**src/xce_pkg.sv**
```systemverilog
// Shared types, opcodes and defaults for the x86 code emitter with label fixups.
package xce_pkg;

  localparam int CODE_BYTES_DEF  = 1048576;
  localparam int LABEL_COUNT_DEF = 64;
  localparam int FIXUP_SLOTS_DEF = 32;

  localparam int ADDR_W   = 20;
  localparam int BUF_LEN  = 12;

  // x86 encoding bytes
  localparam logic [7:0] OP_REX_W    = 8'h48;
  localparam logic [7:0] MODRM_REG   = 8'hC0;
  localparam logic [7:0] OP_ESC      = 8'h0F;
  localparam logic [7:0] CC_JE       = 8'h84;
  localparam logic [7:0] CC_JLE      = 8'h8E;
  localparam logic [7:0] CC_JNE      = 8'h85;
  localparam logic [7:0] OP_JMP      = 8'hE9;
  localparam logic [7:0] OP_MOV_IMM  = 8'hB8;
  localparam logic [7:0] SIB_ESP     = 8'h24;
  localparam logic [7:0] OP_ALU_I32  = 8'h81;
  localparam logic [7:0] OP_ALU_I8   = 8'h80;
  localparam logic [7:0] MODRM_CALL  = 8'hD0;
  localparam logic [7:0] OP_GRP5     = 8'hFF;
  localparam logic [7:0] MODRM_CMP8  = 8'h38;
  localparam logic [7:0] OP_ADD_ACC  = 8'h05;
  localparam logic [7:0] OP_AND_ACC  = 8'h25;
  localparam logic [7:0] OP_CMP_ACC  = 8'h3D;
  localparam logic [7:0] OP_SUB_ACC  = 8'h2D;
  localparam logic [7:0] EXT_ADD     = 8'hC0;
  localparam logic [7:0] EXT_AND     = 8'hE0;
  localparam logic [7:0] EXT_CMP     = 8'hF8;
  localparam logic [7:0] EXT_SUB     = 8'hE8;
  localparam logic [7:0] OP_CMP_RR   = 8'h39;
  localparam logic [7:0] OP_MOV_RR   = 8'h8B;
  localparam logic [7:0] OP_XOR_RR   = 8'h31;
  localparam logic [7:0] OP_LEAVE    = 8'hC9;
  localparam logic [7:0] OP_MOV_LD8  = 8'h8A;
  localparam logic [7:0] OP_MOV_ST8  = 8'h88;
  localparam logic [7:0] OP_MOV_ST32 = 8'h89;
  localparam logic [7:0] OP_POP      = 8'h58;
  localparam logic [7:0] OP_PUSH     = 8'h50;
  localparam logic [7:0] OP_RET      = 8'hC3;

  // error codes
  localparam logic [1:0] ERR_OK     = 2'd0;
  localparam logic [1:0] ERR_SPACE  = 2'd1;
  localparam logic [1:0] ERR_PLACED = 2'd2;
  localparam logic [1:0] ERR_FIXUP  = 2'd3;

  typedef enum logic [4:0] {
    RQ_ADD_M8, RQ_ADD_I32, RQ_AND_I32, RQ_CALL, RQ_CMP_M8, RQ_CMP_I32, RQ_CMP_RR,
    RQ_JE, RQ_JLE, RQ_JMP, RQ_JNE, RQ_LEAVE, RQ_MOV_LD8, RQ_MOV_ST8, RQ_MOV_RR,
    RQ_MOV_IMM, RQ_MOV_ST32, RQ_POP, RQ_PUSH, RQ_RET, RQ_SUB_I32, RQ_XOR_RR,
    RQ_PLACE
  } req_kind_t;

  typedef enum logic [1:0] {KIND_NONE, KIND_PLAIN, KIND_JUMP, KIND_PLACE} enc_kind_t;

  typedef enum logic [2:0] {
    ST_IDLE, ST_DECODE, ST_JREL, ST_EMIT, ST_ERR, ST_SCAN, ST_TAKE
  } state_t;

  typedef struct packed {
    logic [4:0]  req_type;
    logic [2:0]  dst_reg;
    logic [2:0]  src_reg;
    logic [63:0] immediate;
    logic [5:0]  label_id;
  } in_req_t;

  typedef struct packed {
    logic        is_patch;
    logic [19:0] address;
    logic [31:0] data;
    logic [1:0]  error;
    logic        last;
  } out_res_t;

  // controller -> datapath
  typedef struct packed {
    logic       capture;
    logic       decode;
    logic       place_wr;
    logic       fix_wr;
    logic       rel_ins;
    logic       emit_byte;
    logic       commit;
    logic       scan_start;
    logic       scan_step;
    logic       take;
    logic       out_err;
    logic       out_patch;
    logic       patch_last;
    logic [1:0] err_code;
  } cmd_t;

  // datapath -> controller
  typedef struct packed {
    logic      out_free;
    enc_kind_t kind;
    logic      no_space;
    logic      placed;
    logic      fix_full;
    logic      emit_done;
    logic      scan_end;
    logic      best_found;
    logic      pend_valid;
  } sts_t;

endpackage

```
**src/xce_ctrl.sv**
```systemverilog
// Controller state machine: sequences decode, byte emission, errors and fixup resolution.
module xce_ctrl import xce_pkg::*; (
  input  logic clk,
  input  logic rst_n,
  input  logic in_valid,
  output logic in_stall,
  input  sts_t sts,
  output cmd_t cmd
);

  state_t     state_r, state_nxt;
  logic [1:0] err_r, err_nxt;

  // state register
  always_ff @(posedge clk) begin
    if (!rst_n) begin
      state_r <= ST_IDLE;
      err_r   <= ERR_OK;
    end else begin
      state_r <= state_nxt;
      err_r   <= err_nxt;
    end
  end

  // next state and commands
  always_comb begin
    state_nxt = state_r;
    err_nxt   = err_r;
    cmd       = '0;
    cmd.err_code = err_r;
    in_stall  = 1'b1;
    case (state_r)
      ST_IDLE: begin
        in_stall = 1'b0;
        if (in_valid) begin
          cmd.capture = 1'b1;
          state_nxt   = ST_DECODE;
        end
      end
      ST_DECODE: begin
        cmd.decode = 1'b1;
        case (sts.kind)
          KIND_NONE: state_nxt = ST_IDLE;
          KIND_PLACE: begin
            if (sts.placed) begin
              err_nxt   = ERR_PLACED;
              state_nxt = ST_ERR;
            end else begin
              cmd.place_wr   = 1'b1;
              cmd.scan_start = 1'b1;
              state_nxt      = ST_SCAN;
            end
          end
          KIND_JUMP: begin
            if (sts.no_space) begin
              err_nxt   = ERR_SPACE;
              state_nxt = ST_ERR;
            end else if (sts.placed) begin
              state_nxt = ST_JREL;
            end else if (sts.fix_full) begin
              err_nxt   = ERR_FIXUP;
              state_nxt = ST_ERR;
            end else begin
              cmd.fix_wr = 1'b1;
              state_nxt  = ST_EMIT;
            end
          end
          default: begin
            if (sts.no_space) begin
              err_nxt   = ERR_SPACE;
              state_nxt = ST_ERR;
            end else begin
              state_nxt = ST_EMIT;
            end
          end
        endcase
      end
      ST_JREL: begin
        cmd.rel_ins = 1'b1;
        state_nxt   = ST_EMIT;
      end
      ST_EMIT: begin
        if (sts.out_free) begin
          cmd.emit_byte = 1'b1;
          if (sts.emit_done) begin
            cmd.commit = 1'b1;
            state_nxt  = ST_IDLE;
          end
        end
      end
      ST_ERR: begin
        if (sts.out_free) begin
          cmd.out_err = 1'b1;
          state_nxt   = ST_IDLE;
        end
      end
      ST_SCAN: begin
        cmd.scan_step = 1'b1;
        if (sts.scan_end) state_nxt = ST_TAKE;
      end
      ST_TAKE: begin
        // hold one patch back so the final one can carry last
        if (sts.best_found) begin
          if (!sts.pend_valid || sts.out_free) begin
            cmd.out_patch  = sts.pend_valid;
            cmd.take       = 1'b1;
            cmd.scan_start = 1'b1;
            state_nxt      = ST_SCAN;
          end
        end else if (!sts.pend_valid) begin
          state_nxt = ST_IDLE;
        end else if (sts.out_free) begin
          cmd.out_patch  = 1'b1;
          cmd.patch_last = 1'b1;
          state_nxt      = ST_IDLE;
        end
      end
      default: state_nxt = ST_IDLE;
    endcase
  end

  a_jrel_after_decode: assert property (@(posedge clk) disable iff (!rst_n)
    state_r == ST_JREL |-> $past(state_r) == ST_DECODE)
    else $error("rel32 insert not preceded by decode");

  a_take_after_scan: assert property (@(posedge clk) disable iff (!rst_n)
    state_r == ST_TAKE |-> $past(state_r) == ST_SCAN || $past(state_r) == ST_TAKE)
    else $error("fixup take without a completed scan");

endmodule

```
**src/xce_dp.sv**
```systemverilog
// Datapath: encoder, byte buffer, code offset, label store, fixup store, result register.
module xce_dp import xce_pkg::*; #(
  parameter int CODE_BYTES  = CODE_BYTES_DEF,
  parameter int LABEL_COUNT = LABEL_COUNT_DEF,
  parameter int FIXUP_SLOTS = FIXUP_SLOTS_DEF
) (
  input  logic     clk,
  input  logic     rst_n,
  input  in_req_t  in_data,
  input  logic     cfg_wr_en,
  input  logic     cfg_wr_data,
  input  logic     out_stall,
  output logic     out_valid,
  output out_res_t out_data,
  input  cmd_t     cmd,
  output sts_t     sts
);

  // only 64 label ids can reach the store
  localparam int LUSED = (LABEL_COUNT < 64) ? LABEL_COUNT : 64;
  localparam int LIW   = (LUSED > 1) ? $clog2(LUSED) : 1;
  localparam int FSW   = (FIXUP_SLOTS > 1) ? $clog2(FIXUP_SLOTS) : 1;

  in_req_t              req_r;
  logic                 long_mode_r;
  logic [ADDR_W-1:0]    code_offset_r;
  logic [7:0]           buf_r [BUF_LEN];
  logic [3:0]           n_r;
  logic [3:0]           i_r;

  logic                 placed_r [LUSED];
  logic [ADDR_W-1:0]    laddr_mem [LUSED];
  logic [ADDR_W-1:0]    laddr_q;

  logic                 fvalid_r [FIXUP_SLOTS];
  logic [LIW-1:0]       flab_r   [FIXUP_SLOTS];
  logic [ADDR_W-1:0]    floc_r   [FIXUP_SLOTS];

  logic [FSW-1:0]       scan_r;
  logic                 best_found_r;
  logic [FSW-1:0]       best_idx_r;
  logic [ADDR_W-1:0]    best_loc_r;
  logic                 pend_valid_r;
  logic [ADDR_W-1:0]    pend_loc_r;

  logic                 out_valid_r;
  out_res_t             out_res_r;

  // label id reduced modulo the label count by shifted compare-subtract
  logic [16:0]          lab_v;
  logic [LIW-1:0]       lab;
  always_comb begin
    lab_v = {11'b0, req_r.label_id};
    for (int k = 5; k >= 0; k--) begin
      if (lab_v >= (17'(LABEL_COUNT) << k)) lab_v = lab_v - (17'(LABEL_COUNT) << k);
    end
    lab = lab_v[LIW-1:0];
  end

  // instruction encoder
  logic [7:0] bb [BUF_LEN];
  logic [7:0] b  [BUF_LEN];
  logic [3:0] nb, n_enc;
  logic       rexf;
  enc_kind_t  kind;
  logic [7:0] d8, s8, sop, ext;
  logic [63:0] imm;
  always_comb begin
    for (int k = 0; k < BUF_LEN; k++) bb[k] = 8'h00;
    nb   = 4'd0;
    rexf = 1'b0;
    kind = KIND_PLAIN;
    imm  = req_r.immediate;
    d8   = {5'b0, req_r.dst_reg};
    s8   = {5'b0, req_r.src_reg};
    sop  = OP_ADD_ACC;
    ext  = EXT_ADD;
    case (req_r.req_type)
      RQ_ADD_M8: begin
        bb[0] = OP_ALU_I8; bb[1] = d8; bb[2] = imm[7:0]; nb = 4'd3;
      end
      RQ_CMP_M8: begin
        bb[0] = OP_ALU_I8; bb[1] = MODRM_CMP8 | d8; bb[2] = imm[7:0]; nb = 4'd3;
      end
      RQ_ADD_I32, RQ_AND_I32, RQ_CMP_I32, RQ_SUB_I32: begin
        rexf = 1'b1;
        if (req_r.req_type == RQ_AND_I32) begin
          sop = OP_AND_ACC; ext = EXT_AND;
        end else if (req_r.req_type == RQ_CMP_I32) begin
          sop = OP_CMP_ACC; ext = EXT_CMP;
        end else if (req_r.req_type == RQ_SUB_I32) begin
          sop = OP_SUB_ACC; ext = EXT_SUB;
        end
        if (req_r.dst_reg == 3'd0) begin
          bb[0] = sop;
          for (int k = 0; k < 4; k++) bb[k+1] = imm[8*k +: 8];
          nb = 4'd5;
        end else begin
          bb[0] = OP_ALU_I32; bb[1] = ext | d8;
          for (int k = 0; k < 4; k++) bb[k+2] = imm[8*k +: 8];
          nb = 4'd6;
        end
      end
      RQ_CALL: begin
        rexf  = 1'b1;
        bb[0] = OP_MOV_IMM;
        if (long_mode_r) begin
          for (int k = 0; k < 8; k++) bb[k+1] = imm[8*k +: 8];
          bb[9] = OP_GRP5; bb[10] = MODRM_CALL; nb = 4'd11;
        end else begin
          for (int k = 0; k < 4; k++) bb[k+1] = imm[8*k +: 8];
          bb[5] = OP_GRP5; bb[6] = MODRM_CALL; nb = 4'd7;
        end
      end
      RQ_MOV_IMM: begin
        rexf  = 1'b1;
        bb[0] = OP_MOV_IMM + d8;
        if (long_mode_r) begin
          for (int k = 0; k < 8; k++) bb[k+1] = imm[8*k +: 8];
          nb = 4'd9;
        end else begin
          for (int k = 0; k < 4; k++) bb[k+1] = imm[8*k +: 8];
          nb = 4'd5;
        end
      end
      RQ_CMP_RR: begin
        rexf = 1'b1; bb[0] = OP_CMP_RR; bb[1] = MODRM_REG | (s8 << 3) | d8; nb = 4'd2;
      end
      RQ_MOV_RR: begin
        rexf = 1'b1; bb[0] = OP_MOV_RR; bb[1] = MODRM_REG | (d8 << 3) | s8; nb = 4'd2;
      end
      RQ_XOR_RR: begin
        rexf = 1'b1; bb[0] = OP_XOR_RR; bb[1] = MODRM_REG | (d8 << 3) | s8; nb = 4'd2;
      end
      RQ_JE, RQ_JLE, RQ_JNE: begin
        kind  = KIND_JUMP;
        bb[0] = OP_ESC;
        bb[1] = (req_r.req_type == RQ_JE) ? CC_JE :
                (req_r.req_type == RQ_JLE) ? CC_JLE : CC_JNE;
        nb    = 4'd6;
      end
      RQ_JMP: begin
        kind = KIND_JUMP; bb[0] = OP_JMP; nb = 4'd5;
      end
      RQ_LEAVE: begin
        bb[0] = OP_LEAVE; nb = 4'd1;
      end
      RQ_MOV_LD8: begin
        bb[0] = OP_MOV_LD8; bb[1] = (d8 << 3) | s8; nb = 4'd2;
      end
      RQ_MOV_ST8: begin
        bb[0] = OP_MOV_ST8; bb[1] = (s8 << 3) | d8; nb = 4'd2;
      end
      RQ_MOV_ST32: begin
        bb[0] = OP_MOV_ST32; bb[1] = (s8 << 3) | d8; nb = 4'd2;
        // base of stack pointer needs a SIB byte
        if (req_r.dst_reg == 3'd4) begin
          bb[2] = SIB_ESP; nb = 4'd3;
        end
      end
      RQ_POP: begin
        bb[0] = OP_POP + d8; nb = 4'd1;
      end
      RQ_PUSH: begin
        bb[0] = OP_PUSH + d8; nb = 4'd1;
      end
      RQ_RET: begin
        bb[0] = OP_RET; nb = 4'd1;
      end
      RQ_PLACE: kind = KIND_PLACE;
      default:  kind = KIND_NONE;
    endcase
    // optional REX.W prefix shifts the body by one byte
    if (rexf && long_mode_r) begin
      b[0] = OP_REX_W;
      for (int k = 1; k < BUF_LEN; k++) b[k] = bb[k-1];
      n_enc = nb + 4'd1;
    end else begin
      for (int k = 0; k < BUF_LEN; k++) b[k] = bb[k];
      n_enc = nb;
    end
  end

  // first free fixup slot
  logic           free_found;
  logic [FSW-1:0] free_idx;
  always_comb begin
    free_found = 1'b0;
    free_idx   = '0;
    for (int k = FIXUP_SLOTS - 1; k >= 0; k--) begin
      if (!fvalid_r[k]) begin
        free_found = 1'b1;
        free_idx   = FSW'(k);
      end
    end
  end

  logic [ADDR_W:0]  space_sum;
  logic [31:0]      rel_disp;
  logic [3:0]       rel_base;
  logic [ADDR_W-1:0] scan_loc;
  logic             scan_hit;
  assign space_sum = {1'b0, code_offset_r} + (ADDR_W+1)'(n_enc);
  assign rel_disp  = 32'(laddr_q) - 32'(code_offset_r + ADDR_W'(n_r));
  assign rel_base  = n_r - 4'd4;
  assign scan_loc  = floc_r[scan_r];
  assign scan_hit  = fvalid_r[scan_r] && (flab_r[scan_r] == lab) &&
                     (!best_found_r || (scan_loc > best_loc_r));

  // status to controller
  always_comb begin
    sts.out_free   = !out_valid_r || !out_stall;
    sts.kind       = kind;
    sts.no_space   = space_sum >= (ADDR_W+1)'(CODE_BYTES);
    sts.placed     = placed_r[lab];
    sts.fix_full   = !free_found;
    sts.emit_done  = i_r == (n_r - 4'd1);
    sts.scan_end   = scan_r == FSW'(FIXUP_SLOTS - 1);
    sts.best_found = best_found_r;
    sts.pend_valid = pend_valid_r;
  end

  // request capture, byte buffer, emit counter
  always_ff @(posedge clk) begin
    if (cmd.capture) req_r <= in_data;
    if (cmd.decode) begin
      for (int k = 0; k < BUF_LEN; k++) buf_r[k] <= b[k];
      n_r <= n_enc;
      i_r <= 4'd0;
    end
    if (cmd.rel_ins) begin
      for (int k = 0; k < 4; k++) buf_r[rel_base + 4'(k)] <= rel_disp[8*k +: 8];
    end
    if (cmd.emit_byte) i_r <= i_r + 4'd1;
  end

  // config register and code offset
  always_ff @(posedge clk) begin
    if (!rst_n) begin
      long_mode_r   <= 1'b1;
      code_offset_r <= '0;
    end else begin
      if (cfg_wr_en) long_mode_r <= cfg_wr_data;
      if (cmd.commit) code_offset_r <= code_offset_r + ADDR_W'(n_r);
    end
  end

  // label store: placed marks in flops, addresses in memory with registered read
  always_ff @(posedge clk) begin
    if (!rst_n) begin
      for (int k = 0; k < LUSED; k++) placed_r[k] <= 1'b0;
    end else if (cmd.place_wr) begin
      placed_r[lab] <= 1'b1;
    end
  end

  always_ff @(posedge clk) begin
    if (cmd.place_wr) laddr_mem[lab] <= code_offset_r;
    laddr_q <= laddr_mem[lab];
  end

  // fixup store and newest-first scan
  always_ff @(posedge clk) begin
    if (!rst_n) begin
      for (int k = 0; k < FIXUP_SLOTS; k++) fvalid_r[k] <= 1'b0;
      pend_valid_r <= 1'b0;
      best_found_r <= 1'b0;
    end else begin
      if (cmd.fix_wr) fvalid_r[free_idx] <= 1'b1;
      if (cmd.take) begin
        fvalid_r[best_idx_r] <= 1'b0;
        pend_valid_r         <= 1'b1;
      end else if (cmd.out_patch) begin
        pend_valid_r <= 1'b0;
      end
      if (cmd.scan_start) best_found_r <= 1'b0;
      else if (cmd.scan_step && scan_hit) best_found_r <= 1'b1;
    end
  end

  always_ff @(posedge clk) begin
    if (cmd.fix_wr) begin
      flab_r[free_idx] <= lab;
      floc_r[free_idx] <= code_offset_r + ADDR_W'(n_enc) - ADDR_W'(4);
    end
    if (cmd.take) pend_loc_r <= best_loc_r;
    if (cmd.scan_start) scan_r <= '0;
    else if (cmd.scan_step) scan_r <= scan_r + FSW'(1);
    if (cmd.scan_step && scan_hit) begin
      best_idx_r <= scan_r;
      best_loc_r <= scan_loc;
    end
  end

  // result register
  always_ff @(posedge clk) begin
    if (!rst_n) begin
      out_valid_r <= 1'b0;
    end else if (cmd.emit_byte || cmd.out_err || cmd.out_patch) begin
      out_valid_r <= 1'b1;
    end else if (!out_stall) begin
      out_valid_r <= 1'b0;
    end
  end

  always_ff @(posedge clk) begin
    if (cmd.emit_byte) begin
      out_res_r.is_patch <= 1'b0;
      out_res_r.address  <= code_offset_r + ADDR_W'(i_r);
      out_res_r.data     <= {24'b0, buf_r[i_r]};
      out_res_r.error    <= ERR_OK;
      out_res_r.last     <= i_r == (n_r - 4'd1);
    end else if (cmd.out_err) begin
      out_res_r.is_patch <= 1'b0;
      out_res_r.address  <= code_offset_r;
      out_res_r.data     <= '0;
      out_res_r.error    <= cmd.err_code;
      out_res_r.last     <= 1'b1;
    end else if (cmd.out_patch) begin
      out_res_r.is_patch <= 1'b1;
      out_res_r.address  <= pend_loc_r;
      out_res_r.data     <= 32'(code_offset_r) - 32'(pend_loc_r + ADDR_W'(4));
      out_res_r.error    <= ERR_OK;
      out_res_r.last     <= cmd.patch_last;
    end
  end

  assign out_valid = out_valid_r;
  assign out_data  = out_res_r;

  a_patch_behind_offset: assert property (@(posedge clk) disable iff (!rst_n)
    out_valid_r && out_res_r.is_patch |->
      ({1'b0, out_res_r.address} + (ADDR_W+1)'(4)) <= {1'b0, code_offset_r})
    else $error("patch field not behind code offset");

  a_one_load: assert property (@(posedge clk) disable iff (!rst_n)
    $countones({cmd.emit_byte, cmd.out_err, cmd.out_patch}) <= 1)
    else $error("more than one result loaded in a cycle");

endmodule

```
**src/x86_code_emitter_with_fixups.sv**
```systemverilog
// A taken request is captured, then decoded into the byte buffer; a jump to a placed label
// then has its rel32 field inserted. Code bytes go to the result register one per cycle while
// the receiver does not stall. Label placement scans the fixup store once per pending fixup
// plus one final empty scan.
// Reset (synchronous, rst_n low): offset 0, labels unplaced, fixups free, long_mode 1.
// No clearing pass; a request may be taken in the first cycle after reset.
module x86_code_emitter_with_fixups import xce_pkg::*; #(
  parameter int CODE_BYTES  = CODE_BYTES_DEF,
  parameter int LABEL_COUNT = LABEL_COUNT_DEF,
  parameter int FIXUP_SLOTS = FIXUP_SLOTS_DEF
) (
  input  logic     clk,
  input  logic     rst_n,
  input  logic     in_valid,
  output logic     in_stall,
  input  in_req_t  in_data,
  output logic     out_valid,
  input  logic     out_stall,
  output out_res_t out_data,
  input  logic     cfg_wr_en,
  input  logic     cfg_wr_data
);

  cmd_t cmd;
  sts_t sts;

  // sequencer
  xce_ctrl u_ctrl (
    .clk      (clk),
    .rst_n    (rst_n),
    .in_valid (in_valid),
    .in_stall (in_stall),
    .sts      (sts),
    .cmd      (cmd)
  );

  // encoder, stores and result register
  xce_dp #(
    .CODE_BYTES  (CODE_BYTES),
    .LABEL_COUNT (LABEL_COUNT),
    .FIXUP_SLOTS (FIXUP_SLOTS)
  ) u_dp (
    .clk         (clk),
    .rst_n       (rst_n),
    .in_data     (in_data),
    .cfg_wr_en   (cfg_wr_en),
    .cfg_wr_data (cfg_wr_data),
    .out_stall   (out_stall),
    .out_valid   (out_valid),
    .out_data    (out_data),
    .cmd         (cmd),
    .sts         (sts)
  );

endmodule

```
**config.mk**
```make
export PLATFORM = sky130hd
export DESIGN_NAME = x86_code_emitter_with_fixups
export DESIGN_NICKNAME = d
export VERILOG_FILES = /design/src/xce_pkg.sv /design/src/xce_ctrl.sv /design/src/xce_dp.sv /design/src/x86_code_emitter_with_fixups.sv
export SDC_FILE = /design/constraint.sdc
export NUM_CORES = 2
export LEC_CHECK = 0
export BUFFER_PORTS_ARGS = -buffer_cell sky130_fd_sc_hd__buf_2
export CAP_MARGIN = 20
export CORE_MARGIN = 2
export CORE_UTILIZATION = 45
export DETAILED_ROUTE_END_ITERATION = 10
export GPL_ROUTABILITY_DRIVEN = 0
export PLACE_DENSITY = 0.57
export SLEW_MARGIN = 40
export SYNTH_ARGS = -nofsm -noshare
export SYNTH_HDL_FRONTEND = slang
export SYNTH_HIERARCHICAL = 1
export SYNTH_SLANG_ARGS = --single-unit
export TNS_END_PERCENT = 30
```
**constraint.sdc**
```tcl
create_clock -name clk -period 7.86 [get_ports clk]
set_input_delay 1.179 -clock clk [delete_from_list [all_inputs] [get_ports clk]]
set_output_delay 1.179 -clock clk [all_outputs]
set_load 0.02 [all_outputs]
```
==> flow_metrics.tcl <==
set metrics [dict create \
    synth_xor_area_frac 0.00686 \
    die_area_mm2 0.242 \
    clk_pin_slew_worst_paths_ns 0.06 \
    cts-root-buf "clkbuf_16" \
    final-setup-viol-count 0 \
    power_density_mw_per_mm2 343 \
    remaining_drc_errors 0 \
    maxCapViolCount 0 \
    min_period_ns 6.94 \
    grt_pass1_wl_mm 461 \
    drtAntennaViolNets 0 \
    switching_share 0.332 \
    numCtsBuffers 289 \
    synth.most_common_cell "edfxtp_1" \
    pre_cts_ws_ns 1.04 \
    ir_drop_mv 0.444 \
    syn_avg_cell_area_um2 16.0 \
    cts_max_level 5 \
    finalSetupTns_ns 0 \
    hold_viol 0 \
    portBuffers 144 \
    crit_fanout 21 \
    fin_skew_ns 0.0902 \
    final_cells 10371 \
    grt.overflow.total 0 \
    cts_hold_buf 0 \
    syn_to_final_growth_pct 14.2 \
    synthArstFlopShare 0 \
    finalWorstSetupSlack_ns 0.916 \
    synthMuxAreaShare 0.0750 \
    cts_setup_buffers 0 \
    outcome "finished clean" \
    grt_start_max_net_pins 86 \
    wirelength_mm 324 \
    worstSetupStartpointType "flop" \
    yosysTopAreaCell "edfxtp_1" \
    rsz0062_at_grt "no" \
    yosys.area_share.simple 0.0478 \
    drive_above_1_share 0.192 \
    p_leak_nw 37.9 \
    criticalPathCategory "flop to flop" \
    hold_class "primary input to flop" \
    via_count 66099 \
    clock_latency_ns 0.95 \
    post-dp-hpwl_mm 203 \
    reg2reg_from "u_dp/req_r[78]" \
    cp.required_ns 8.49 \
    nNetsFinal 7248 \
    total_power_mw 42.1 \
    p_sw_mw 13.9 \
    r2r_end "u_dp/floc_r[19][4]" \
    clock_sinks 2585 \
    pwr-share-clk 0.303 \
    place_area_mm2 0.114 \
    ys_top_cells_by_count "edfxtp_1, a22oi_1, nor2_1, mux4_2, clkbuf_1" \
    max_freq_ghz 0.144 \
    slew_violations 0 \
    holdPathStages 1 \
    reg2reg_setup_slack_ns 0.92 \
    syn_area_mm2 0.107 \
    yosysSeqAreaShare 0.707 \
    core_area_mm2 0.237 \
    maxSlewHeadroom 0.361 \
    min_from "in_data[57]" \
    synth_cell_types 94 \
    synth_top_cell_area_share 0.673 \
    num_rows 179 \
    cts_tree "built" \
    dieWidth_um 492 \
    syn_nets 6971 \
    track_usage 0.261 \
    synth_compound_area_frac 0.120 \
    p_comb_frac 0.292 \
    wl_per_cell_um 31.2 \
    worstPathArrival_ns 7.57 \
    synth_flop_cell "edfxtp_1" \
    finalCritPeriodShare 0.883 \
    synth_fa_ha_area_frac 0.0211 \
    first_iter_violations 8024 \
    synth_top_family_by_area "compound AO/OA/AOI/OAI gates" \
    whs_endpoint "u_dp/imm[51]" \
    synth_edf_count 2403 \
    synth_area_leaders "edfxtp_1, mux4_2, dfxtp_1, a22oi_1, ha_1" \
    ys_warn_count 6 \
    ios 145 \
    start_util 0.452 \
    viasPerCell 6.37 \
    r2r_cells 19 \
    intPower_mw 28.1 \
    synthCells 6711 \
    cts_repair_resize_count 0 \
    drtPass1Iterations 9 \
    antenna_found_initial 20 \
    design_area_mm2 0.122 \
    clk_path_buf_depth 4 \
    power_frac_seq 0.405 \
    die_h_um 492 \
    synth-seq-cells 2585 \
    dpl.cell_count 9859 \
    grt_pass1_vias 62875 \
    tightest_slew_ns 0.954 \
    crit_path_end_kind "flop" \
]
## logic make-up after synthesis
group,Yosys count
AND/OR/NAND/NOR,1075
multiplexers,386
flip-flops,2585
AO/OA/AOI/OAI,1801
adder cells (fa/ha/maj),175
XOR/XNOR,84
buffers and inverters,605
## cells in the final DEF, fill, tap and decap left out, drive strengths merged, types with 28 or more instances in the layout
| cell | count |
|---|---|
| o21ai | 238 |
| nor4 | 42 |
| inv | 196 |
| o21a | 95 |
| a211oi | 28 |
| nor2b | 29 |
| ha | 163 |
| a21oi | 229 |
| dfxtp | 182 |
| mux4 | 331 |
| and2 | 38 |
| nand4 | 48 |
| a21o | 35 |
| buf | 401 |
| mux2i | 28 |
| o211ai | 43 |
| nand2 | 278 |
| clkinv | 100 |
| o221ai | 42 |
| edfxtp | 2403 |
| a22oi | 392 |
| nor3 | 67 |
| xnor2 | 53 |
| a22o | 141 |
| a221oi | 183 |
| clkbuf | 372 |
| nor2 | 344 |
| nand3 | 85 |
| xor2 | 31 |
| a31oi | 178 |
## worst max-delay path, cell delays in order, from the launching register on
cell      delay, ns
edfxtp_1       0.83
nand2_1        0.27
o21ai_0        0.48
o311a_1        0.69
nand2_1        0.14
xnor2_1        0.52
inv_1          0.15
ha_1           0.34
a21o_1         0.18
a21oi_1        0.16
nor4_1         0.07
buf_4          0.17
or3_1          0.36
nor3_1         0.17
buf_4          0.20
nand2_1        0.13
nor4_1         0.46
nand2_1        0.32
nor3b_2        0.71
buf_12         0.26
## worst max path at each step
stage / start / end / slack [ns] / cells past startpoint
after global placement: u_dp/req_r[78] / u_dp/floc_r[19][12] / 1.09 / 22
after CTS: u_dp/req_r[78] / u_dp/floc_r[19][4] / 1.02 / 22
final: u_dp/req_r[78] / u_dp/floc_r[19][4] / 0.92 / 19
after detailed placement: u_dp/req_r[78] / u_dp/floc_r[19][12] / 1.04 / 22
after floorplan: u_dp/req_r[79] / u_dp/fvalid_r[23] / 0.83 / 22
after global routing: u_dp/req_r[78] / u_dp/floc_r[19][7] / 0.42 / 19
## per-layer routing
layer,GRT usage,wire (um)
met1,0.379,136000
met2,0.400,148000
met3,0.0487,29400
met4,0.0849,11300
met5,0,62
## flip-flops by register name, summed over array words and instances, names as in the netlist, 6 cells and up, named ones only
signal / cells
u_dp/laddr_q: 20
u_dp/flab_r: 192
u_dp/req_r: 8
u_dp/lab: 6
u_dp/pend_loc_r: 20
u_dp/floc_r: 640
u_dp/fvalid_r: 32
u_dp/buf_r: 128
u_dp/code_offset_r: 20
u_dp/best_loc_r: 20
u_dp/laddr_mem: 1280
u_dp/out_data: 46
u_dp/placed_r: 64
u_dp/imm: 64
## layout make-up
class                           count  area [um^2]
Timing Repair Buffer              401         3200
Clock inverter                    128         1000
Tap cell                         3167         3960
Inverter                          190          713
Clock buffer                      372         7780
Antenna cell                        7         17.5
Sequential cell                  2585        75900
Fill cell                       19362       115000
Multi-Input combinational cell   3521        30000
## through the flow
stage | hold WS (ns) | utilization
5_1_grt | 0.392 | 0.516
2_1_floorplan | 0.426 | -
6_report | 0.417 | 0.516
3_3_place_gp | 0.436 | 0.476
4_1_cts | 0.356 | 0.515
3_5_place_dp | 0.443 | 0.478
## power groups by stage
stage | Combinational, mW | Sequential (mW) | Clock [mW]
4_1_cts | 12.0 | 17.0 | 12.9
3_3_place_gp | 11.6 | 17.4 | 0
5_1_grt | 12.8 | 17.1 | 13.5
3_5_place_dp | 12.0 | 17.3 | 0
2_1_floorplan | 7.23 | 16.9 | 0
6_report | 12.3 | 17.0 | 12.7
(Power assumes the default switching activity.)
